File: src/design/sads_pkg.sv
// Package for the shared-array double stack: request and status codes,
// field widths, and the command/status structs between controller and datapath.
// No dependencies.
package sads_pkg;

   localparam int VALUE_BITS  = 32;
   localparam int STATUS_BITS = 2;

   localparam logic OP_PUSH = 1'b0;
   localparam logic OP_POP  = 1'b1;

   localparam logic SIDE_LEFT  = 1'b0;
   localparam logic SIDE_RIGHT = 1'b1;

   localparam logic [STATUS_BITS-1:0] STATUS_OK    = 2'd0;
   localparam logic [STATUS_BITS-1:0] STATUS_FULL  = 2'd1;
   localparam logic [STATUS_BITS-1:0] STATUS_EMPTY = 2'd2;

   // controller to datapath
   typedef struct packed {
      logic                   push;      // write one cell, bump the pointer
      logic                   pop;       // read one cell, drop the pointer
      logic                   side;
      logic                   rsp_load;  // load result from request value or zero
      logic                   rsp_zero;
      logic                   rsp_mem;   // load result from memory read data
      logic [STATUS_BITS-1:0] status;
   } cmd_type;

   // datapath to controller
   typedef struct packed {
      logic full;
      logic left_empty;
      logic right_empty;
   } stat_type;

endpackage

File: src/design/sads_datapath.sv
// Datapath for the shared-array double stack: cell memory, the two stack
// counters and the result register. Depends on sads_pkg.
module sads_datapath
   import sads_pkg::*;
#(
   parameter int DEPTH     = 32,
   parameter int WORD_BITS = 32
) (
   input  logic                   clock,
   input  logic                   reset,
   input  cmd_type                cmd,
   input  logic [VALUE_BITS-1:0]  value,
   output stat_type               stat,
   output logic [VALUE_BITS-1:0]  result_value,
   output logic [STATUS_BITS-1:0] status
);

   localparam int CW = $clog2(DEPTH + 1);
   localparam int AW = $clog2(DEPTH);
   // only the low bits of the 32-bit request word can ever be stored
   localparam int STORE_BITS = (WORD_BITS < VALUE_BITS) ? WORD_BITS : VALUE_BITS;
   localparam logic [CW-1:0] DEPTH_C   = CW'(DEPTH);
   localparam logic [CW:0]   DEPTH_SUM = (CW + 1)'(DEPTH);

   logic [STORE_BITS-1:0] mem [DEPTH];

   logic [CW-1:0]          left_ff, left_in;
   logic [CW-1:0]          right_ff, right_in;
   logic [STORE_BITS-1:0]  rd_ff;
   logic [VALUE_BITS-1:0]  data_ff, data_in;
   logic [STATUS_BITS-1:0] status_ff, status_in;

   logic [CW:0]           used;
   logic [CW-1:0]         addr_wide;
   logic [AW-1:0]         addr;
   logic [VALUE_BITS-1:0] value_ext;
   logic [VALUE_BITS-1:0] rd_ext;

   assign used = {1'b0, left_ff} + {1'b0, right_ff};

   assign stat.full        = (used >= DEPTH_SUM);
   assign stat.left_empty  = (left_ff == '0);
   assign stat.right_empty = (right_ff == '0);

   // left grows up from cell 0, right grows down from the last cell
   always_comb begin
      case (cmd.side)
         SIDE_LEFT: begin
            addr_wide = cmd.push ? left_ff : left_ff - CW'(1);
         end
         SIDE_RIGHT: begin
            addr_wide = cmd.push ? DEPTH_C - CW'(1) - right_ff : DEPTH_C - right_ff;
         end
         default: begin
            addr_wide = left_ff;
         end
      endcase
   end

   assign addr = addr_wide[AW-1:0];

   always_comb begin
      left_in  = left_ff;
      right_in = right_ff;
      if (cmd.push) begin
         if (cmd.side == SIDE_LEFT) left_in = left_ff + CW'(1);
         else right_in = right_ff + CW'(1);
      end else if (cmd.pop) begin
         if (cmd.side == SIDE_LEFT) left_in = left_ff - CW'(1);
         else right_in = right_ff - CW'(1);
      end
   end

   always_ff @(posedge clock) begin
      if (reset) begin
         left_ff  <= '0;
         right_ff <= '0;
      end else begin
         left_ff  <= left_in;
         right_ff <= right_in;
      end
   end

   always_ff @(posedge clock) begin
      if (cmd.push) begin
         mem[addr] <= value[STORE_BITS-1:0];
      end
      if (cmd.pop) begin
         rd_ff <= mem[addr];
      end
   end

   always_comb begin
      value_ext = '0;
      value_ext[STORE_BITS-1:0] = value[STORE_BITS-1:0];
      rd_ext = '0;
      rd_ext[STORE_BITS-1:0] = rd_ff;
   end

   always_comb begin
      data_in   = data_ff;
      status_in = status_ff;
      if (cmd.rsp_load) begin
         data_in   = cmd.rsp_zero ? '0 : value_ext;
         status_in = cmd.status;
      end else if (cmd.rsp_mem) begin
         data_in   = rd_ext;
         status_in = cmd.status;
      end
   end

   always_ff @(posedge clock) begin
      data_ff   <= data_in;
      status_ff <= status_in;
   end

   assign result_value = data_ff;
   assign status       = status_ff;

`ifndef SYNTHESIS
   a_never_overfill: assert property (@(posedge clock) disable iff (reset)
      used <= DEPTH_SUM)
      else $error("stacks hold more words than the array");

   a_push_has_room: assert property (@(posedge clock) disable iff (reset)
      cmd.push |-> !stat.full)
      else $error("push issued into a full array");

   a_pop_has_word: assert property (@(posedge clock) disable iff (reset)
      cmd.pop |-> ((cmd.side == SIDE_LEFT) ? !stat.left_empty : !stat.right_empty))
      else $error("pop issued on an empty side");

   a_pop_drops_left: assert property (@(posedge clock) disable iff (reset)
      (cmd.pop && cmd.side == SIDE_LEFT) |=> left_ff == $past(left_ff) - CW'(1))
      else $error("left pointer did not drop after pop");
`endif

endmodule

File: src/design/sads_ctrl.sv
// Controller for the shared-array double stack: decodes each request against
// the stack status and sequences memory access and result handoff. Depends on sads_pkg.
module sads_ctrl
   import sads_pkg::*;
(
   input  logic     clock,
   input  logic     reset,
   input  logic     req_valid,
   output logic     req_ready,
   input  logic     req_op,
   input  logic     req_side,
   output logic     rsp_valid,
   input  logic     rsp_ready,
   input  stat_type stat,
   output cmd_type  cmd
);

   localparam logic [1:0] S_IDLE = 2'd0;
   localparam logic [1:0] S_READ = 2'd1;
   localparam logic [1:0] S_RESP = 2'd2;

   logic [1:0] state_ff, state_in;
   logic       side_empty;

   assign side_empty = (req_side == SIDE_LEFT) ? stat.left_empty : stat.right_empty;

   always_comb begin
      state_in     = state_ff;
      cmd          = '0;
      cmd.side     = req_side;
      cmd.status   = STATUS_OK;
      req_ready    = 1'b0;
      rsp_valid    = 1'b0;
      case (state_ff)
         S_IDLE: begin
            req_ready = 1'b1;
            if (req_valid) begin
               if (req_op == OP_PUSH) begin
                  cmd.rsp_load = 1'b1;
                  if (stat.full) begin
                     cmd.rsp_zero = 1'b1;
                     cmd.status   = STATUS_FULL;
                  end else begin
                     cmd.push = 1'b1;
                  end
                  state_in = S_RESP;
               end else if (side_empty) begin
                  cmd.rsp_load = 1'b1;
                  cmd.rsp_zero = 1'b1;
                  cmd.status   = STATUS_EMPTY;
                  state_in     = S_RESP;
               end else begin
                  cmd.pop  = 1'b1;
                  state_in = S_READ;
               end
            end
         end
         S_READ: begin
            // read data is registered; capture it into the result
            cmd.rsp_mem = 1'b1;
            state_in    = S_RESP;
         end
         S_RESP: begin
            rsp_valid = 1'b1;
            if (rsp_ready) state_in = S_IDLE;
         end
         default: begin
            state_in = S_IDLE;
         end
      endcase
   end

   always_ff @(posedge clock) begin
      if (reset) state_ff <= S_IDLE;
      else state_ff <= state_in;
   end

`ifndef SYNTHESIS
   a_read_after_pop: assert property (@(posedge clock) disable iff (reset)
      (state_ff == S_READ) |-> $past(cmd.pop))
      else $error("read state entered without a pop");

   a_one_action: assert property (@(posedge clock) disable iff (reset)
      $onehot0({cmd.push, cmd.pop, cmd.rsp_mem}))
      else $error("more than one datapath action in a cycle");

   a_no_accept_busy: assert property (@(posedge clock) disable iff (reset)
      rsp_valid |-> !req_ready)
      else $error("request accepted while a result is pending");
`endif

endmodule

File: src/design/shared_array_double_stack_top.sv
// Top level of the shared-array double stack: stream ports, controller and
// datapath. Depends on sads_pkg, sads_ctrl and sads_datapath.
//
//   channel  direction  tdata                     tuser
//   req      in         [31:0] value              [0] op, [1] side
//   rsp      out        [31:0] result_value       [1:0] status
//
// One item at a time. A push, or a refused push or pop, shows its result in the
// cycle after acceptance; a pop passes through an extra state, the registered
// read of the cell memory, before its result shows. The next item is taken the
// cycle after the result is taken. Reset clears both stack pointers; cells are
// not cleared. A stalled result holds its data and blocks new items.
module shared_array_double_stack_top
   import sads_pkg::*;
#(
   parameter int DEPTH     = 32,
   parameter int WORD_BITS = 32
) (
   input  logic        clock,
   input  logic        reset,
   input  logic        req_tvalid,
   output logic        req_tready,
   input  logic [31:0] req_tdata,   // value
   input  logic [1:0]  req_tuser,   // op, side
   output logic        rsp_tvalid,
   input  logic        rsp_tready,
   output logic [31:0] rsp_tdata,   // result_value
   output logic [1:0]  rsp_tuser    // status
);

   cmd_type  cmd;
   stat_type stat;

   sads_ctrl u_ctrl (
      .clock     (clock),
      .reset     (reset),
      .req_valid (req_tvalid),
      .req_ready (req_tready),
      .req_op    (req_tuser[0]),
      .req_side  (req_tuser[1]),
      .rsp_valid (rsp_tvalid),
      .rsp_ready (rsp_tready),
      .stat      (stat),
      .cmd       (cmd)
   );

   sads_datapath #(
      .DEPTH     (DEPTH),
      .WORD_BITS (WORD_BITS)
   ) u_datapath (
      .clock        (clock),
      .reset        (reset),
      .cmd          (cmd),
      .value        (req_tdata),
      .stat         (stat),
      .result_value (rsp_tdata),
      .status       (rsp_tuser)
   );

endmodule

File: config.mk
export PLATFORM = sky130hd
export DESIGN_NAME = shared_array_double_stack_top
export DESIGN_NICKNAME = d
export VERILOG_FILES = /design/src/design/sads_pkg.sv /design/src/design/sads_datapath.sv /design/src/design/sads_ctrl.sv /design/src/design/shared_array_double_stack_top.sv
export SDC_FILE = /design/constraint.sdc
export NUM_CORES = 1
export LEC_CHECK = 0
export BUFFER_PORTS_ARGS = -buffer_cell sky130_fd_sc_hd__buf_2
export CAP_MARGIN = 20
export CELL_PAD_IN_SITES_DETAIL_PLACEMENT = 0
export CELL_PAD_IN_SITES_GLOBAL_PLACEMENT = 1
export CORE_AREA = 5 5 385 425
export CTS_CLUSTER_SIZE = 25
export DETAILED_ROUTE_END_ITERATION = 16
export DIE_AREA = 0 0 390 430
export PLACE_DENSITY_LB_ADDON = 0.1
export SYNTH_ARGS = -nofsm -noshare
export SYNTH_HDL_FRONTEND = slang
export SYNTH_HIERARCHICAL = 1
export SYNTH_SLANG_ARGS = --single-unit
File: constraint.sdc
create_clock -name clock -period 12.5 [get_ports clock]
set_input_delay 3.75 -clock clock [delete_from_list [all_inputs] [get_ports clock]]
set_output_delay 3.75 -clock clock [all_outputs]
set_load 0.02 [all_outputs]
==> results.yml <==
power_and_ir_drop:
  combPwrFrac: 0.237
  ir_drop_mv: 0.1411
  p_seq_frac: 0.410
  clkPwrFrac: 0.353
  leakagePower_nw: 18.52
  switching_share: 0.3260
  power_density_nw_per_um2: 190.5
  p_int_mw: 7.013
  p_sw_mw: 3.392
sta:
  period_needed_ps: 7965
  fmax_mhz: 125.5
  finClkSkew_ps: 23.77
  worstMarginPinSlew_ps: 1243
  hold_viol: 0
  finalCritPeriodShare: 0.6372
  grt_setup_unrepaired: "no"
  setup_ws_ps: 4535
  setup_tns_ps: 0
  relSlewSlack: 0.1713
  holdWs_ps: 513.3
  finalSetupViolCount: 0
  maxSlewViolCount: 0
synthesis:
  avgSynthCellArea_um2: 13.36
  synthFlopType: "edfxtp_1"
  ys_ff_latch: 1104
  syn-num-nets: 3597
  ys_seq_area_frac: 0.6977
  synth_edf_count: 1090
  synth_warnings: 6
  async_reset_ff_frac: 0
  syn-cell-area_um2: 47320
  syn_inst: 3541
  ys_types: 57
routing:
  wl_um: 180500
  vias: 31980
  wl_per_cell_um: 31.02
  antenna_left: 0
  post_drt_via_cell_ratio: 5.497
  drt_iter0_drc: 3248
  drt_first_pass_iters: 5
  drc: 0
floorplan:
  die_w_um: 390
  dieArea_um2: 167700
  initial_core_util: 0.2977
  coreArea_um2: 159000
  num_rows: 154
  die-height_um: 430
  io_pins: 74
clock_tree:
  clock_path_buffers: 3
  h-tree-depth: 4
  cts_made_buffers: 130
  post_cts_resize_count: 0
  post-cts-setup-buffers: 0
  holdBufCountCts: 0
  cts_tree: "yes"
  clkTransAtPathRegs_ps: 60
  clock_sinks: 1104
  cts-root-buf: "clkbuf_16"
  worstSkewPairLatency_ps: 760
global_routing:
  grt.total_usage: 0.2102
  first_global_vias: 31810
  antenna_found_initial: 18
  grt_max_degree: 137
  grt_pass1_wl_um: 250700
  grt.overflow.total: 0
placed_design:
  placedCellCount: 5586
  io_buffers: 73
  place_hpwl_um: 99620
  place.gp.congestion: 0.7802
  post-place-ws_ps: 3763
final_layout:
  nNetsFinal: 3668
  fin_cells: 5818
  utilization: 0.3435
  final_layout_size_suffix_gt1_frac: 0.1178
  area_growth_syn_to_layout_pct: 15.41
setup_path:
  end_kind: "flop"
  worstPathMaxFanout: 24
  worstPathArrival_ps: 8340
  critPathRequiredTime_ps: 12870
  crit_type: "in -> reg"
  cp-start-kind: "primary input"
run:
  max_cap_violations: 0
status:
  status: "complete, no violations"
min_path:
  min_path_type: "reg -> reg"
## critical path: stages
cell	delay (ps)
buf_2	80
or3b_1	500
nor3_2	190
buf_4	340
inv_1	310
ha_1	420
nor2b_1	180
a21oi_4	170
buf_4	400
buf_4	620
nand2_1	450
nor3_2	250
buf_4	600
## cell usage in the layout, fill, tap and decap left out, types with 34 or more instances in the layout
| cell | instances |
|---|---|
| mux2i_1 | 309 |
| and3_1 | 72 |
| nand4_1 | 55 |
| nand2_1 | 876 |
| inv_1 | 41 |
| a32oi_1 | 252 |
| nor3_2 | 34 |
| clkbuf_16 | 134 |
| o21ai_0 | 59 |
| a31oi_1 | 105 |
| nor2_1 | 70 |
| edfxtp_1 | 1090 |
| buf_2 | 73 |
| buf_4 | 112 |
| nand3_1 | 80 |
## synth_stat cells (2+ instances only)
master	number	area, µm²
nor3b_1	3	22.52
nand2_1	878	3296
a221oi_1	23	201.4
nand2b_1	5	31.28
mux2_4	2	30.03
a21oi_1	29	145.1
mux4_2	2	45.04
a32oi_4	3	82.58
a31oi_1	105	656.9
a22oi_1	4	30.03
buf_2	53	265.3
nand4_1	55	344.1
a32o_1	25	250.2
xnor2_1	10	87.58
buf_4	3	22.52
nor3_1	38	190.2
or3_1	3	18.77
nor2_1	76	285.3
xor2_1	5	43.79
nor2b_1	8	50.05
a211oi_1	2	15.01
buf_1	18	67.56
mux2i_1	309	3093
o21ai_1	2	10.01
mux2_2	2	22.52
nor2_2	4	25.02
ha_1	16	200.2
fa_1	2	40.04
o22ai_1	9	56.30
a21o_1	7	52.55
and3_1	73	456.7
a32oi_1	252	2207
edfxtp_1	1090	32730
nand3_1	80	400.4
inv_1	41	153.9
o21ai_0	60	300.3
nor4_1	4	25.02
o211ai_1	31	232.7
dfxtp_1	14	280.3
and2_1	3	18.77
clkbuf_1	175	656.9
buf_6	2	22.52
## power by group through the flow
stage | Combinational (mW) | Clock (mW) | Sequential (mW)
2_1_floorplan | 1.33 | 0 | 4.36
3_3_place_gp | 2.46 | 0 | 4.34
3_5_place_dp | 2.49 | 0 | 4.34
4_1_cts | 2.49 | 3.78 | 4.27
5_1_grt | 2.62 | 3.93 | 4.28
6_report | 2.46 | 3.67 | 4.27
## cells by family after synthesis
kind of cell | Yosys count | share of synthesized area
flops | 1104 | 0.6977
xor+xnor | 15 | 0.002776
mux | 315 | 0.06743
simple gates | 1239 | 0.1111
compound gates | 558 | 0.09086
fa+ha+maj | 18 | 0.005077
buf+inv | 292 | 0.02512
## sequential cells by signal, indices dropped and copies added, names as in the netlist
name and cells:
u_ctrl/state_ff 2, u_datapath/right_ff 6, u_datapath/rd_ext 32, u_datapath/mem 1024
u_datapath/result_value 32, u_datapath/status 2, u_datapath/left_ff 6
## worst paths after layout
| path | startpoint | to | slack (ps) | depth (start not counted) |
|---|---|---|---|---|
| worst min-delay path | u_datapath/right_ff[5]$_SDFFE_PP0P_ | u_datapath/right_ff[5]$_SDFFE_PP0P_ | 510 | 2 |
| worst min register to register | u_datapath/right_ff[5]$_SDFFE_PP0P_ | u_datapath/right_ff[5]$_SDFFE_PP0P_ | 510 | 2 |
| worst max-delay path | req_tvalid | u_datapath/mem[13][24]$_DFFE_PP_ | 4530 | 13 |
| worst max register to register | u_datapath/right_ff[0]$_SDFFE_PP0P_ | u_datapath/mem[13][24]$_DFFE_PP_ | 6380 | 17 |
## layer usage
layer	vias to the layer above	routed length, µm	global-route usage
li1	13750	-	-
met1	16710	78120	0.2836
met2	1216	85910	0.3457
met3	310	10600	0.03492
met4	2	5831	0.06851
met5	-	7	0
## metrics by stage
| stage | total power [mW] | cell area, µm² |
|---|---|---|
| 5_1_grt | 10.83 | 54600 |
| 3_3_place_gp | 6.807 | 50540 |
| 4_1_cts | 10.54 | 54600 |
| 2_1_floorplan | 5.696 | 47320 |
| 3_5_place_dp | 6.830 | 50560 |
| 6_report | 10.40 | 54610 |
## layout make-up
cell class,count,area [µm²]
clock inverters,71,598.1
clock buffers,158,3443
fillers,15320,104400
inverters,41,153.9
repair buffers,190,1306
well taps,2106,2635
multi-input cells,2145,13450
flip-flops and latches,1104,33010
diodes,3,7.507
No activity file was read; power rests on OpenSTA's default activity.
